<file path="src/hw/rtl/ssfd_pkg.sv">
// shared types, constants and the segment decode for the seven-segment frame decoder
package ssfd_pkg;

   // longest version string, start byte included
   localparam int VERSION_MAX = 16;
   // byte counter covers frame positions up to four and version positions below VERSION_MAX
   localparam int CNT_W = ($clog2(VERSION_MAX) > 3) ? $clog2(VERSION_MAX) : 3;

   localparam int MINUTES_W = 13;

   typedef enum logic [1:0] {
      PH_HUNT,
      PH_FRAME,
      PH_VERSION
   } phase_type;

   typedef enum logic [1:0] {
      EV_FRAME,
      EV_VER_OK,
      EV_VER_BAD,
      EV_VER_OVF
   } event_type;

   typedef enum logic [2:0] {
      M_UNKNOWN,
      M_OFF,
      M_IDLE,
      M_WARM,
      M_LOW,
      M_HIGH
   } mode_type;

   // start bytes
   localparam logic [7:0] LEAD_OFF     = 8'h80;
   localparam logic [7:0] LEAD_LOW     = 8'h81;
   localparam logic [7:0] LEAD_WARM    = 8'h82;
   localparam logic [7:0] LEAD_HIGH    = 8'h84;
   localparam logic [7:0] LEAD_IDLE    = 8'h87;
   localparam logic [7:0] LEAD_VERSION = 8'h88;

   localparam logic [7:0] CHAR_V    = 8'h56;
   localparam logic [7:0] BYTE_NULL = 8'h00;

   localparam logic [3:0] DIGIT_BAD = 4'd10;
   localparam int         FRAME_LAST = 4;

   // segment patterns for digits 0 to 9
   localparam logic [7:0] SEG_TABLE [10] = '{
      8'h7e, 8'h30, 8'h6d, 8'h79, 8'h33, 8'h5b, 8'h5f, 8'h70, 8'h7f, 8'h7b
   };

   // digit value, or DIGIT_BAD for an unknown pattern
   function automatic logic [3:0] seg_decode(input logic [7:0] seg);
      logic [3:0] val;
      val = DIGIT_BAD;
      for (int i = 0; i < 10; i++) begin
         if (SEG_TABLE[i] == seg) begin
            val = 4'(i);
         end
      end
      return val;
   endfunction

endpackage

</file>
<file path="src/hw/rtl/seven_segment_frame_decoder.sv">
// seven-segment display frame decoder: byte parser, mode and cook-time tracking
//
// req channel: one received link byte per transfer (req_rx_byte)
// rsp channel: zero or one event per byte; a display frame ends on its fifth
//   byte, a version string on its zero byte or when VERSION_MAX bytes have
//   arrived (0x88 start byte counted), giving an overflow event
// rsp fields: event kind, kept appliance mode, kept minutes left, and a flag
//   set when a frame assigned the minutes
// path: a byte waits in the input register and its event is written to the
//   result register once that register is free, so rsp_valid rises only after
//   the byte that closes it has passed both registers
// throughput: one byte per cycle while the result register is free, set by the
//   single decode pass between the input register and the result register
// stall: the result register holds while rsp_ready is low; the input register
//   then keeps its byte and req_ready drops once it is full
// reset: hunt phase, counter cleared, mode unknown, minutes zero, both
//   registers empty
module seven_segment_frame_decoder
   import ssfd_pkg::*;
(
   input  logic                 clock,
   input  logic                 reset,
   input  logic                 req_valid,
   output logic                 req_ready,
   input  logic [7:0]           req_rx_byte,
   output logic                 rsp_valid,
   input  logic                 rsp_ready,
   output logic [1:0]           rsp_event_kind,
   output logic [2:0]           rsp_appliance_mode,
   output logic [MINUTES_W-1:0] rsp_minutes_left,
   output logic                 rsp_time_updated
);

   // input register
   logic       in_valid_ff, in_valid_in;
   logic [7:0] in_byte_ff;

   // parser state
   phase_type        phase_ff, phase_in;
   logic [CNT_W-1:0] count_ff, count_in;
   logic [7:0]       lead_ff, lead_in;
   logic [7:0]       dig0_ff, dig0_in;
   logic [7:0]       dig1_ff, dig1_in;
   logic [7:0]       dig2_ff, dig2_in;
   mode_type         mode_ff, mode_in;
   logic [MINUTES_W-1:0] time_ff, time_in;

   // result register
   logic                 out_valid_ff, out_valid_in;
   event_type            kind_ff, kind_in;
   mode_type             out_mode_ff;
   logic [MINUTES_W-1:0] out_time_ff;
   logic                 upd_ff, upd_in;

   logic emit;
   logic out_free;
   logic advance;

   // decoded digits of the frame in flight
   logic [3:0] h1, h0, m1, m0;
   logic [6:0] hours, mins;
   logic [7:0] first_char;

   assign out_free  = !out_valid_ff || rsp_ready;
   assign advance   = in_valid_ff && out_free;
   assign req_ready = !in_valid_ff || advance;

   always_comb begin
      in_valid_in = in_valid_ff;
      if (advance) begin
         in_valid_in = 1'b0;
      end
      if (req_valid && req_ready) begin
         in_valid_in = 1'b1;
      end
   end

   // next state of the parser
   always_comb begin
      phase_in = phase_ff;
      count_in = count_ff;
      lead_in  = lead_ff;
      dig0_in  = dig0_ff;
      dig1_in  = dig1_ff;
      dig2_in  = dig2_ff;
      unique case (phase_ff)
         PH_FRAME: begin
            count_in = count_ff + 1'b1;
            if (count_ff == CNT_W'(1)) dig0_in = in_byte_ff;
            if (count_ff == CNT_W'(2)) dig1_in = in_byte_ff;
            if (count_ff == CNT_W'(3)) dig2_in = in_byte_ff;
            // last segment byte closes the frame
            if (count_ff >= CNT_W'(FRAME_LAST)) begin
               count_in = '0;
               phase_in = PH_HUNT;
            end
         end
         PH_VERSION: begin
            count_in = count_ff + 1'b1;
            if (count_ff == CNT_W'(1)) dig0_in = in_byte_ff;
            if (in_byte_ff == BYTE_NULL || count_ff >= CNT_W'(VERSION_MAX - 1)) begin
               count_in = '0;
               phase_in = PH_HUNT;
            end
         end
         default: begin
            // hunt, and the unused phase code
            if (in_byte_ff == LEAD_OFF || in_byte_ff == LEAD_LOW || in_byte_ff == LEAD_WARM
                || in_byte_ff == LEAD_HIGH || in_byte_ff == LEAD_IDLE) begin
               lead_in  = in_byte_ff;
               count_in = CNT_W'(1);
               phase_in = PH_FRAME;
            end else if (in_byte_ff == LEAD_VERSION) begin
               count_in = CNT_W'(1);
               phase_in = PH_VERSION;
            end else begin
               count_in = '0;
               phase_in = PH_HUNT;
            end
         end
      endcase
   end

   // digit decode for the closing frame byte
   always_comb begin
      h1    = seg_decode(dig0_ff);
      h0    = seg_decode(dig1_ff);
      m1    = seg_decode(dig2_ff);
      m0    = seg_decode(in_byte_ff);
      hours = 7'(h1) * 7'd10 + 7'(h0);
      // a bad last digit leaves the first minute digit alone
      mins  = (m0 < DIGIT_BAD) ? (7'(m1) * 7'd10 + 7'(m0)) : 7'(m1);
      first_char = (count_ff == CNT_W'(1)) ? in_byte_ff : dig0_ff;
   end

   // result and kept mode / minutes
   always_comb begin
      emit    = 1'b0;
      kind_in = EV_FRAME;
      upd_in  = 1'b0;
      mode_in = mode_ff;
      time_in = time_ff;
      unique case (phase_ff)
         PH_FRAME: begin
            if (count_ff >= CNT_W'(FRAME_LAST)) begin
               emit = 1'b1;
               unique case (lead_ff)
                  LEAD_OFF:  if (mode_ff != M_IDLE) mode_in = M_OFF;
                  LEAD_IDLE: mode_in = M_IDLE;
                  LEAD_LOW:  mode_in = M_LOW;
                  LEAD_WARM: mode_in = M_WARM;
                  LEAD_HIGH: mode_in = M_HIGH;
                  default:   mode_in = mode_ff;
               endcase
               if (dig0_ff == BYTE_NULL && dig1_ff == BYTE_NULL && dig2_ff == BYTE_NULL
                   && in_byte_ff == BYTE_NULL) begin
                  // blank display
                  time_in = '0;
                  upd_in  = 1'b1;
               end else if (h1 < DIGIT_BAD && h0 < DIGIT_BAD && m1 < DIGIT_BAD) begin
                  time_in = MINUTES_W'(hours) * MINUTES_W'(60) + MINUTES_W'(mins);
                  upd_in  = 1'b1;
               end
            end
         end
         PH_VERSION: begin
            if (in_byte_ff == BYTE_NULL) begin
               emit    = 1'b1;
               kind_in = (first_char == CHAR_V) ? EV_VER_OK : EV_VER_BAD;
            end else if (count_ff >= CNT_W'(VERSION_MAX - 1)) begin
               emit    = 1'b1;
               kind_in = EV_VER_OVF;
            end
         end
         default: begin
            emit = 1'b0;
         end
      endcase
   end

   always_comb begin
      out_valid_in = out_valid_ff;
      if (rsp_ready) begin
         out_valid_in = 1'b0;
      end
      if (advance && emit) begin
         out_valid_in = 1'b1;
      end
   end

   // control state
   always_ff @(posedge clock) begin
      if (reset) begin
         in_valid_ff  <= 1'b0;
         out_valid_ff <= 1'b0;
         phase_ff     <= PH_HUNT;
         count_ff     <= '0;
         mode_ff      <= M_UNKNOWN;
         time_ff      <= '0;
      end else begin
         in_valid_ff  <= in_valid_in;
         out_valid_ff <= out_valid_in;
         if (advance) begin
            phase_ff <= phase_in;
            count_ff <= count_in;
            mode_ff  <= mode_in;
            time_ff  <= time_in;
         end
      end
   end

   // payload registers
   always_ff @(posedge clock) begin
      if (req_valid && req_ready) begin
         in_byte_ff <= req_rx_byte;
      end
      if (advance) begin
         lead_ff <= lead_in;
         dig0_ff <= dig0_in;
         dig1_ff <= dig1_in;
         dig2_ff <= dig2_in;
      end
      if (advance && emit) begin
         kind_ff     <= kind_in;
         out_mode_ff <= mode_in;
         out_time_ff <= time_in;
         upd_ff      <= upd_in;
      end
   end

   assign rsp_valid          = out_valid_ff;
   assign rsp_event_kind     = kind_ff;
   assign rsp_appliance_mode = out_mode_ff;
   assign rsp_minutes_left   = out_time_ff;
   assign rsp_time_updated   = upd_ff;

   // only display frames assign the minutes
   a_upd_frame_only: assert property (@(posedge clock) disable iff (reset)
      out_valid_ff && kind_ff != EV_FRAME |-> !upd_ff)
      else $error("time update flagged on a version event");

   // minutes never pass 99:99
   a_minutes_range: assert property (@(posedge clock) disable iff (reset)
      time_ff <= MINUTES_W'(6039))
      else $error("minutes left out of range");

   // frame position stays within the five-byte frame
   a_frame_count: assert property (@(posedge clock) disable iff (reset)
      phase_ff == PH_FRAME |-> count_ff >= CNT_W'(1) && count_ff <= CNT_W'(FRAME_LAST))
      else $error("frame byte counter out of range");

   // hunting keeps the counter clear
   a_hunt_count: assert property (@(posedge clock) disable iff (reset)
      phase_ff == PH_HUNT |-> count_ff == '0)
      else $error("byte counter not cleared in hunt");

   // version counter stops at the buffer limit
   a_version_count: assert property (@(posedge clock) disable iff (reset)
      phase_ff == PH_VERSION |-> count_ff <= CNT_W'(VERSION_MAX - 1))
      else $error("version byte counter past limit");

endmodule

</file>
<file path="config.mk">
export PLATFORM = sky130hd
export DESIGN_NAME = seven_segment_frame_decoder
export DESIGN_NICKNAME = d
export VERILOG_FILES = /design/src/hw/rtl/ssfd_pkg.sv /design/src/hw/rtl/seven_segment_frame_decoder.sv
export SDC_FILE = /design/constraint.sdc
export NUM_CORES = 1
export LEC_CHECK = 0
export BUFFER_PORTS_ARGS = -buffer_cell sky130_fd_sc_hd__buf_2
export CAP_MARGIN = 30
export CORE_MARGIN = 1.5
export CORE_UTILIZATION = 60
export DETAILED_ROUTE_END_ITERATION = 8
export MAX_ROUTING_LAYER = met4
export PLACE_DENSITY = 0.76
export SYNTH_ARGS = -nofsm -noshare
export SYNTH_HDL_FRONTEND = slang
export SYNTH_SLANG_ARGS = --single-unit
</file>
<file path="constraint.sdc">
create_clock -name clock -period 15.5 [get_ports clock]
set_input_delay 1.55 -clock clock [delete_from_list [all_inputs] [get_ports clock]]
set_output_delay 1.55 -clock clock [all_outputs]
set_load 0.03 [all_outputs]
</file>
After elaboration in Yosys (flattened, before gate mapping) --
Cells that the tools add are included.
Storage, ports and cells: output and inout bits 21, bits in registers 83
Operators by class: order comparisons 6, bitwise operators 1, add/subtract/negate cells 4, mux-type cells 73, $mul 3, reduce and logical (&&, ||, !) cells 30, equality and inequality tests 60
Operators by type and width (count):
- $eq A7 B8 Y1 const A | 32
- $mux W4 | 42
- $eq A8 B8 Y1 const B | 11
- $eq A6 B8 Y1 const A | 8
- $mux W13 | 4
- $logic_not A8 Y1 | 4
- $lt A4 B4 Y1 const B | 4
- $pmux W3 S5 | 1
- $add A7 B4 Y7 | 2
- $mux W2 | 7
- $add A13 B7 Y13 | 1
- $mul A4 B3 Y6 const B | 2
- $reduce_and A3 Y1 | 4
- $mul A7 B4 Y11 const B | 1
- $mux W1 | 11
- $mux W3 | 3
- $eq A4 B2 Y1 const B | 2
- $eq A8 B7 Y1 const B | 1
- $logic_and A1 B1 Y1 | 8
- $mux W8 | 1
- $pmux W4 S2 | 1
- $logic_or A1 B1 Y1 | 7
- $mux W7 | 1
- $add A4 B1 Y4 const B | 1
- 14 further kinds | 18

Depth between registers and ports, before layout --
Gate-level depths: netlist of the first run.
depth after elaboration 19, mapped depth 24

Least setup slack after synthesis of the first run --
OpenSTA, ideal clock, no wires.
path kind flip-flop to flip-flop, start register dig1_ff[6], end register out_time_ff[12], in the netlist rsp_minutes_left[12] (data pin), arrival 5383 ps, slack 9850 ps, buffers on the path 0, period minus slack after synthesis 5650 ps, stages on the path, launching flop included 21, cell sequence edfxtp_1 or4_4 a2111oi_4 nor3_2 ha_1 fa_1 xor2_1 inv_1 fa_1 fa_1 inv_1 ha_1 xnor2_1 ha_1 o21a_1 o31a_1 nor2_1 and4b_1 nand3b_1 xnor2_1 o21ai_0
On the way: longest elaborated chain between the ends 18, elaborated cells on any way between the ends 34, those cells by class 2 x add/sub; 1 x mul; 1 x order compare; 10 x eq/ne; 14 x mux; 6 x reduce/logical
Ends and longest elaborated chain:
- start, declared | RTL line seven_segment_frame_decoder.sv:43 | logic [7:0] dig1_ff, dig1_in;
- start signal, assigned | RTL line seven_segment_frame_decoder.sv:220 | dig1_ff <= dig1_in;
- $eq A7 B8 Y1 | RTL line ssfd_pkg.sv:57 | if (SEG_TABLE[i] == seg) begin
- $mux W4 (10 in a row) | RTL line ssfd_pkg.sv:57
- $add A7 B4 Y7 or $lt A4 B4 Y1 (tied branches) | RTL line seven_segment_frame_decoder.sv:130, seven_segment_frame_decoder.sv:160
- $mul A7 B4 Y11 or $logic_and A1 B1 Y1 (tied branches) | RTL line seven_segment_frame_decoder.sv:161, seven_segment_frame_decoder.sv:160
- $add A13 B7 Y13 or $logic_and A1 B1 Y1 (tied branches) | RTL line seven_segment_frame_decoder.sv:161, seven_segment_frame_decoder.sv:160
- $mux W13 | RTL line seven_segment_frame_decoder.sv:160 | end else if (h1 < DIGIT_BAD && h0 < DIGIT_BAD && m1 < DIGIT_BAD) begin
- $mux W13 (*) | RTL line seven_segment_frame_decoder.sv:155 | if (dig0_ff == BYTE_NULL && dig1_ff == BYTE_NULL && dig2_ff == BYTE_NULL
- $mux W13 (*) | RTL line seven_segment_frame_decoder.sv:145 | if (count_ff >= CNT_W'(FRAME_LAST)) begin
- $mux W13 (*) | RTL line seven_segment_frame_decoder.sv:143 | unique case (phase_ff)
- named net time_in[12] | RTL line seven_segment_frame_decoder.sv:46 | logic [MINUTES_W-1:0] time_ff, time_in;
- end signal, assigned | RTL line seven_segment_frame_decoder.sv:226 | out_time_ff <= time_in;
- end, declared | RTL line seven_segment_frame_decoder.sv:52 | logic [MINUTES_W-1:0] out_time_ff;
The timed path passes the listed nets; every way through them passes the cells marked *. A chain may end at the register's enable or synchronous reset.

Worst setup path in the final report of the first run --
Ends and elaborated chain as after synthesis.

==> results of run 1 <==
logic make-up after synthesis:
family                   count (synthesis)  share of synthesized area
multiplexers                            10                    0.01995
buffers and inverters                   62                    0.04326
XOR/XNOR                                32                    0.05021
AND/OR/NAND/NOR                        223                     0.2199
AO/OA/AOI/OAI                          115                     0.1376
adder cells (fa/ha/maj)                 49                     0.1255
flip-flops                              83                     0.4035
cells in the final DEF (no fill, tap or decap), drive strengths merged, types with 5 or more instances in the layout:
| cell | Yosys | final |
|---|---|---|
| a21oi | 33 | 33 |
| nand4b | 6 | 6 |
| nand4 | 7 | 7 |
| clkinv | 0 | 5 |
| nor2b | 8 | 8 |
| fa | 12 | 12 |
| or4 | 9 | 9 |
| xnor2 | 22 | 22 |
| nor3 | 20 | 20 |
| ha | 36 | 36 |
| buf | 3 | 33 |
| or3 | 11 | 11 |
| nand2 | 39 | 39 |
| nand3b | 6 | 6 |
| nor2 | 42 | 42 |
| edfxtp | 59 | 59 |
| dfxtp | 24 | 24 |
| nand3 | 30 | 30 |
| a21o | 6 | 6 |
| o21ai | 31 | 31 |
| xor2 | 10 | 10 |
| inv | 37 | 39 |
| mux2 | 9 | 9 |
| o2bb2ai | 12 | 12 |
| nand2b | 6 | 6 |
| nor4 | 11 | 11 |
| clkbuf | 22 | 9 |
path summary, 6_finish.rpt:
path	start	endpoint	cells past startpoint
max	dig1_ff[6]	rsp_minutes_left[12]	20
min	time_ff[7]	time_ff[7]	1
max reg2reg	dig1_ff[6]	rsp_minutes_left[12]	20
min reg2reg	time_ff[7]	time_ff[7]	1
critical path: stages (launching register included):
cell and delay, ns:
edfxtp_1 0.51, or4_4 0.59, a2111oi_4 0.41, nor3_2 0.13, ha_1 0.25, fa_1 0.41, xor2_1 0.44, inv_1 0.13
fa_1 0.52, fa_1 0.51, inv_1 0.04, ha_1 0.34, xnor2_1 0.17, ha_1 0.33, o21a_1 0.13, o31a_1 0.15
nor2_1 0.06, and4b_1 0.28, nand3b_1 0.10, xnor2_1 0.21, o21ai_0 0.10
layout make-up:
| type | count | area [um^2] | share of cell area |
|---|---|---|---|
| Inverter | 37 | 138.9 | 0.02318 |
| Clock buffer | 9 | 123.9 | 0.02068 |
| Clock inverter | 7 | 81.33 | 0.01358 |
| Tap cell | 111 | 138.9 | 0.02318 |
| Timing Repair Buffer | 33 | 167.7 | 0.02799 |
| Sequential cell | 83 | 2252 | 0.3759 |
| Multi-Input combinational cell | 429 | 3088 | 0.5155 |
report_power, final:
part           switching [mW]  internal (mW)
Sequential            0.00646          0.239
Combinational          0.0105        0.00741
Clock                  0.0937         0.0639
Total                   0.111          0.310
metrics by stage:
stage          cell area, um^2  instances    util
2_1_floorplan             5582        574       -
3_3_place_gp              5786        693  0.6352
3_5_place_dp              5786        693  0.6352
4_1_cts                   5991        709  0.6577
5_1_grt                   5991        709  0.6577
6_report                  5991        709  0.6577
state kept, by name, indices dropped and copies added, names as in the netlist, 3 cells and up:
name and count:
lead_ff 8, time_ff 13, dig2_ff 8, mode_ff 3
rsp_minutes_left 13, count_ff 4, rsp_appliance_mode 3, dig1_ff 8
in_byte_ff 8, dig0_ff 8
metal layers:
metal / track usage / vias up / share of wire / wire [um]
met2: 0.4447 / 138 / 0.51 / 5826
met1: 0.2805 / 2065 / 0.42 / 4882
met5: - / - / 0 / 0
li1: - / 2156 / - / -
met3: 0.03584 / 31 / 0.043 / 494
met4: 0.09534 / 0 / 0.025 / 290
==> impl_results.md, run 1 <==
- Status: finished clean
- Clk_lat worst skew: 0.37 ns
- Most numerous cell in the Yosys netlist: edfxtp_1
- Crit start category: register
- Clock Skew: 0.008136 ns
- Power Density: 70.29 nW/um^2
- Hold_buf cts: 0
- Overall Power: 421.1 uW
- Fmax: 165.0 MHz
- Yosys top cell by area: edfxtp_1
- Core Rows: 35
- Register area share after synthesis: 0.4035
- Req. time, crit path: 15.61 ns
- Clk sinks: 83
- Fin nets: 653
- Detailed Route Iter0 Violations: 221
- Cells after Synth: 574
- Total congestion overflow: 0
- WHS: 0.4742 ns
- Core footprint: 9109 um^2
- Clk slew on worst S/H paths: 0.10 ns
- Clock Tree Buf Depth: 2
- Synth Register Bits: 83
- Fraction of layout instances using a drive strength above 1: 0.1221
- # port buffers: 32
- EDFF count, synth: 59
- ANT nets after route: 0
- Die Y-Extent: 99.45 um
- Crit path setup slack, layout: 9.438 ns
- DP Worst Slack: 9.458 ns
- Leak Pwr: 2.173 nW
- Share of the synthesized area in the top cell type: 0.3174
- Mapped Nets: 634
- Die area: 9890 um^2
- Post-CTS Setup Inserts: 0
- Count of final setup violators: 0
- Max-slew violations: 0
- Library cells used by synthesis: 65
- ANT cells: 0
- Critical setup path kind: register to register
- Antenna violations before repair: 0
- Fin. Hold Viols: 0
- Endpoint class of the critical path: register
- Main area contributors after synthesis: edfxtp_1 32%, dfxtp_1 8.6%, ha_1 8.1%, fa_1 4.3%, xnor2_1 3.5%
- H-tree levels: 3
- CTS buffer count: 9
- Post-synth top cells: 59 x edfxtp_1, 42 x nor2_1, 39 x nand2_1
- First-pass GRT wire length: 19.00 mm
- CTS tree: done
- Avg Inst Size Synth: 9.724 um^2
- Hpwl dp: 8.660 mm
- Tmin final: 6.062 ns
- Least-Margin Pin Slew: 1.009 ns
- Vias in the first global route: 4206
- Largest net degree at the start of global routing: 29
- Synth-to-layout area growth: 7.330%
- Vias: 4390
- Ys flop type: edfxtp_1
- First-pass DRT Iterations: 5
- Synth Warn #: 0
- Async S/R FF share, synth: 0
- Routed wire per std cell: 16.21 um
- RSZ-0062 raised after global routing: no
- Width of the die: 99.45 um
- Tot GR Track Use: 0.2482
- DR DRC count: 0
- Setup TNS: 0 ns
- Number of fill cells: 730
- Io pins: 33
- Cell Area, Synth: 5582 um^2
- Slew HR: 0.3276
- Fin crit share: 0.3911
- R2r setup slk: 9.44 ns
- RePlAce Congestion: 0.8722
- Worst EP arrival: 6.17 ns
- Drt total wl: 11.49 mm
- Max FO, Critical Path: 8
- Hold Path Class: register to register
- Routed vias/inst: 6.192
- Max-Cap Viols: 0
- Maximum vdd drop: 0.05035 mV
- Post-CTS Resized: 0
- Clock Root Buffer: clkbuf_8
- Initial Utilization: 0.6128
No activity file was read; power rests on OpenSTA's default activity.
==> run 2: changes to the inputs <==
Clock period 15.5 ns to 5.6 ns, I/O delays scaled along.
==> run 2 against run 1 <==
Global-route usage is 1.5 points higher. Die area unchanged. Register-to-register slack got worse by 9.6 ns. Clock skew grew 0.0058 ns. Setup slack worse by 9.6 ns. Cell count rose by 5.2%. Critical endpoint unchanged. Routed wire length grew 8.8%. Clock power grew to 2.7 times the previous value. Non-clock buffer count rose by 37. Critical path type unchanged. The run now ends with setup timing left.
==> impl_results.md, run 2 (same netlist as run 1, synthesis figures left out) <==
- Util after Layout: 0.7029 (+0.04519)
- Die area: 9890 um^2 (unchanged)
- Io pins: 33 (unchanged)
- Max-Cap Viols: 0 (unchanged)
- Sequential Area: 2252 um^2 (unchanged)
- Vias in the first global route: 4471 (+6.3%)
- Drt total wl: 12.51 mm (+8.8%)
- Area of the multi-input gates: 3222 um^2 (+4.3%)
- Core Rows: 35 (unchanged)
- Max-slew violations: 0 (unchanged)
- ANT nets after route: 0 (unchanged)
- CTS buffer count: 9 (unchanged)
- Tot GR Track Use: 0.2635 (+0.01533)
- Maximum vdd drop: 0.1670 mV (+230%)
- Tmin final: 5.730 ns (-0.3326 ns)
- CTS tree: done
- Critical setup path kind: register to register
- Synth-to-layout area growth: 14.71%
- Hpwl dp: 8.940 mm (+3.2%)
- Total congestion overflow: 0 (unchanged)
- Clock Skew: 0.01398 ns (+0.005842 ns)
- Fmax: 174.5 MHz (+5.8%)
- Placed Instances: 714 (+3.0%)
- Clock Root Buffer: clkbuf_8
- First-pass DRT Iterations: 5 (unchanged)
- Least-Margin Pin Slew: 1.004 ns (-0.004635 ns)
- Fraction of layout instances using a drive strength above 1: 0.2142 (+0.09210)
- Clock Tree Buf Depth: 2 (unchanged)
- Status: complete, but fails checks
- Leak Pwr: 2.393 nW (+10%)
- Number of fill cells: 683 (-6.4%)
- Vias: 4653 (+6.0%)
- Hold Path Class: input port to register
- Detailed Route Iter0 Violations: 299 (+35%)
- Commonest cells after routing, fill and taps aside: 59 x edfxtp_1, 41 x nor2_1, 39 x nand2_1
- Routed wire per std cell: 16.76 um (+3.4%)
- ANT cells: 0 (unchanged)
- Count of final setup violators: 5 (+5)
- Req. time, crit path: 5.70 ns (-9.91 ns)
- Largest net degree at the start of global routing: 29 (unchanged)
- RePlAce Congestion: 0.9149 (+4.9%)
- Crit start category: register
- Most common cell after layout, fill and taps aside: edfxtp_1
- Clk_lat worst skew: 0.37 ns (about the same)
- Worst EP arrival: 5.83 ns (-0.34 ns)
- Clk slew on worst S/H paths: 0.10 ns (about the same)
- Slew HR: 0.3236 (-0.003983)
- Max FO, Critical Path: 2 (-6)
- Width of the die: 99.45 um (unchanged)
- Fin. Hold Viols: 0 (unchanged)
- Crit path setup slack, layout: -0.1298 ns (-9.567 ns)
- Failing checks: setup timing
- Non-filler cells, final: 746 (+5.2%)
- Clk sinks: 83 (unchanged)
- Power Density: 182.6 nW/um^2 (+160%)
- Core footprint: 9109 um^2 (unchanged)
- DP Worst Slack: -0.1344 ns (-9.592 ns)
- Fin crit share: 1.023 (+0.6321)
- RSZ-0062 raised after global routing: yes
- First-pass GRT wire length: 20.12 mm (+5.9%)
- Routed vias/inst: 6.237 (+0.73%)
- DR DRC count: 0 (unchanged)
- Initial Utilization: 0.6128 (unchanged)
- # port buffers: 32 (unchanged)
- Die Y-Extent: 99.45 um (unchanged)
- WHS: 0.3563 ns (-0.1178 ns)
- Antenna violations before repair: 0 (unchanged)
- H-tree levels: 3 (unchanged)
- Fin nets: 690 (+5.7%)
- Endpoint class of the critical path: register
- Setup TNS: -0.3401 ns (-0.3401 ns)
## run 2: cell types whose count changed in the layout (fill, tap and decap cells not counted), moves of 3 or more
cell,before,now
inv_2,0,4
buf_4,1,38
xnor2_2,0,5
o21ai_0,31,26
inv_1,37,33
xnor2_1,22,16
ha_1,36,33
o21ai_1,0,4
## run 2: report_power, final
group / internal (mW) / total, mW / switching [mW] / leakage [nW]
Sequential: 0.662 / 0.678 / 0.0159 / 0.702
Combinational: 0.0243 / 0.0572 / 0.0329 / 1.59
Clock: 0.177 / 0.434 / 0.258 / 0.103
## run 2: critical path, stage by stage (launching register included)
cell and delay, ns:
edfxtp_1 0.40, or4_4 0.57, a2111oi_4 0.41, nor3_2 0.10, ha_2 0.22, fa_2 0.59
inv_2 0.05, fa_1 0.49, inv_2 0.05, fa_1 0.58, inv_2 0.05, fa_2 0.39
xnor2_2 0.16, ha_1 0.31, o21a_1 0.13, o31a_1 0.18, nor2_2 0.06, and4b_2 0.32
nand3b_1 0.15, xnor2_2 0.18, o21ai_1 0.08
## run 2: final cells by class
type                    count  area share
multi-input cells         429      0.5032
inverters                  37     0.02169
flip-flops and latches     83      0.3518
repair buffers             70     0.06957
well taps                 111     0.02169
clock buffers               9     0.01935
clock inverters             7     0.01270
## run 2: path summary, 6_finish.rpt
check | from | to | slack, ns | cells after the start
min reg2reg | time_ff[10] | time_ff[10] | 0.48 | 2
max | dig1_ff[2] | rsp_minutes_left[12] | -0.13 | 20
max reg2reg | dig1_ff[2] | rsp_minutes_left[12] | -0.13 | 20
min | req_rx_byte[3] | in_byte_ff[3] | 0.36 | 1
## run 2: repair_timing
action,4_1_cts,5_1_grt
buffers inserted,7,9
setup endpoints to repair,5,9
gates resized for setup,5,27
hold buffers,0,0
endpoints found under the hold margin,0,0
pin swaps,4,16
## run 2: routing by layer
| layer | track usage | vias to the layer above | part of all wire | routed length, um |
|---|---|---|---|---|
| met2 | 0.4600 | 178 | 0.51 | 6381 |
| met4 | 0.1408 | 0 | 0.040 | 506 |
| met5 | - | - | 0 | 0 |
| met1 | 0.2887 | 2200 | 0.40 | 5028 |
| li1 | - | 2222 | - | - |
| met3 | 0.04287 | 53 | 0.047 | 589 |
## run 2: metrics by stage
step | area, um^2 | power [mW]
finish | 6402 | 1.169
global route | 6402 | 1.202
CTS | 6226 | 1.170
detailed placement | 5951 | 0.7445
global placement | 5951 | 0.7424
floorplan | 5589 | 0.7253
==> run 3: changes to the inputs <==
Settings changed: ABC_AREA set to 1, CELL_PAD_IN_SITES_DETAIL_PLACEMENT set to 1, CELL_PAD_IN_SITES_GLOBAL_PLACEMENT set to 2, CORE_UTILIZATION 60 to 36, PLACE_DENSITY 0.76 to 0.77.
==> run 3 against run 2 <==
The flow now finishes without violations. Critical path type unchanged. Core utilization fell by 27 points. Non-clock buffer count fell by 17. Cell count rose by 50%. First-iteration DRC count fell by 55%. Hold slack improved by 0.031 ns. Global-route usage fell by 6.2 points.
==> impl_results.md, run 3 <==
- Status: finished clean
- WHS: 0.3878 ns (+0.03149 ns)
- First-pass DRT Iterations: 4 (-1)
- Vias: 5433 (+17%)
- Clock Root Buffer: clkbuf_16
- Crit start category: register
- Placed Instances: 1087 (+52%)
- Hold_buf cts: 0 (unchanged)
- Post-synth top cells: 213 x nand2_1, 148 x inv_1, 96 x nor2_1
- Core Rows: 47 (+34%)
- Critical setup path kind: register to register
- H-tree levels: 3 (unchanged)
- Max-slew violations: 0 (unchanged)
- Commonest cells after routing, fill and taps aside: 209 x nand2_1, 144 x inv_1, 92 x nor2_1
- Library cells used by synthesis: 44 (-32%)
- Max FO, Critical Path: 4 (+2)
- Share of the synthesized area in the top cell type: 0.2857 (-0.03170)
- Tmin final: 5.353 ns (-0.3767 ns)
- Io pins: 33 (unchanged)
- Slew HR: 0.4596 (+0.1360)
- Antenna violations before repair: 0 (unchanged)
- Most common cell after layout, fill and taps aside: nand2_1
- Routed vias/inst: 4.860 (-22%)
- Max incr delay on CP: 0.55 ns (-0.04 ns)
- Endpoint class of the critical path: register
- EDFF count, synth: 59 (unchanged)
- Worst EP arrival: 5.59 ns (-0.24 ns)
- Width of the die: 134.2 um (+35%)
- Hold Path Class: input port to register
- Most numerous cell in the Yosys netlist: nand2_1
- Slowest cell on the critical path: fa_1
- Cell Area, Synth: 6201 um^2 (+11%)
- Mapped Nets: 901 (+42%)
- First-pass GRT wire length: 28.16 mm (+40%)
- Fin crit share: 0.9559 (-0.06726)
- Least-Margin Pin Slew: 0.8097 ns (-0.1943 ns)
- Initial Utilization: 0.3713 (-0.2415)
- DR DRC count: 0 (unchanged)
- Hpwl dp: 13.20 mm (+48%)
- Tot GR Track Use: 0.2018 (-0.06176)
- Routed wire per std cell: 15.06 um (-10%)
- Leak Pwr: 3.434 nW (+43%)
- Clock Tree Buf Depth: 2 (unchanged)
- RePlAce Congestion: 0.8811 (-3.7%)
- Synth-to-layout area growth: 15.31%
- Clk sinks: 83 (unchanged)
- Max-Cap Viols: 0 (unchanged)
- Yosys top cell by area: edfxtp_1
- ANT cells: 0 (unchanged)
- Maximum vdd drop: 0.1761 mV (+5.4%)
- Fin nets: 953 (+38%)
- Async S/R FF share, synth: 0 (unchanged)
- Synth Warn #: 0 (unchanged)
- Core footprint: 16700 um^2 (+83%)
- Vias in the first global route: 5720 (+28%)
- Detailed Route Iter0 Violations: 135 (-55%)
- Fraction of layout instances using a drive strength above 1: 0.1682 (-0.04602)
- Ys flop type: edfxtp_1
- Die area: 18020 um^2 (+82%)
- Avg Inst Size Synth: 7.373 um^2 (-24%)
- Register area share after synthesis: 0.3632 (-0.04030)
- Clk slew on worst S/H paths: 0.07 ns (-0.03 ns)
- CTS tree: done
- CTS buffer count: 9 (unchanged)
- Cells after Synth: 841 (+47%)
- Die Y-Extent: 134.2 um (+35%)
- Synth Register Bits: 83 (unchanged)
- ANT nets after route: 0 (unchanged)
- Req. time, crit path: 5.84 ns (+0.14 ns)
- Non-filler cells, final: 1118 (+50%)
- # port buffers: 32 (unchanged)
- Largest net degree at the start of global routing: 23 (-21%)
- Clock Skew: 0.007259 ns (-0.006719 ns)
- Power Density: 218.7 nW/um^2 (+20%)
- Drt total wl: 16.84 mm (+35%)
- Fin. Hold Viols: 0 (unchanged)
- Count of final setup violators: 0 (-5)
- Clk_lat worst skew: 0.34 ns (-0.03 ns)
- Main area contributors after synthesis: edfxtp_1 29%, nand2_1 13%, inv_1 9.0%, dfxtp_1 7.7%, ha_1 7.3%
- Fmax: 186.8 MHz (+7.0%)
- Total congestion overflow: 0 (unchanged)
==> run 3: kinds of logic (layout without fill, tap and decap cells) <==
group           count (synthesis)  after routing  synth area share
compound gates                 81             81           0.07163
xor+xnor                       19             19           0.02926
fa+ha+maj                      48             48            0.1114
buf+inv                       169            226            0.1057
flops                          83             83            0.3632
simple gates                  441            441            0.3188
==> run 3: worst paths after layout <==
path	start	end	slack (ns)	cells past startpoint
hold / removal	req_rx_byte[7]	in_byte_ff[7]	0.39	1
hold reg to reg	phase_ff[1]	phase_ff[1]	0.51	2
setup / recovery	dig0_ff[5]	time_ff[9]	0.25	28
setup reg to reg	dig0_ff[5]	time_ff[9]	0.25	28
==> run 3: timing repair <==
item	in CTS	in global routing
endpoints found under the setup margin	10	13
gates cloned	0	0
buffers inserted	4	11
pin swaps	1	16
resized for setup	3	25
==> run 3: metal layers <==
layer | vias to the layer above | GRT usage | part of all wire
met5 | - | - | 0
met4 | 0 | 0.04062 | 0.0095
met3 | 13 | 0.02343 | 0.015
met2 | 57 | 0.3436 | 0.49
met1 | 2595 | 0.2597 | 0.49
li1 | 2768 | - | -
==> run 3: cell type report <==
class | instances | area (um^2)
fillers | 2119 | 9550
multi-input cells | 589 | 3410
flip-flops and latches | 83 | 2252
inverters | 157 | 589.3
repair buffers | 53 | 317.8
well taps | 220 | 275.3
clock buffers | 9 | 225.2
clock inverters | 7 | 81.33
==> run 3: power breakdown <==
group	switching (mW)	leakage (nW)	internal (mW)	total, mW
clock network	0.285	0.150	0.319	0.604
logic	0.172	2.56	0.0942	0.266
registers	0.0188	0.725	0.675	0.694
total	0.476	3.43	1.09	1.56
==> run 3: critical path, delay by kind of cell (launching register included) <==
family,cells,cell delay [ns]
flip-flops,1,0.42
AO/OA/AOI/OAI,2,0.46
buffers and inverters,7,0.44
XOR/XNOR,1,0.18
AND/OR/NAND/NOR,12,1.16
adder cells (fa/ha/maj),6,2.59
==> run 3: metrics by stage <==
stage               instance area [um^2]    util  power [mW]  TNS (ns)  worst slack, ns
global placement                    6608  0.3956      0.9393         0           0.1301
CTS                                 6955  0.4165       1.555         0          0.01247
global route                        7151  0.4282       1.637   -0.1579         -0.07562
detailed placement                  6615  0.3961      0.9492   -0.4904          -0.1217
finish                              7151  0.4282       1.564         0           0.2468
floorplan                           6201       -      0.8785         0           0.4423
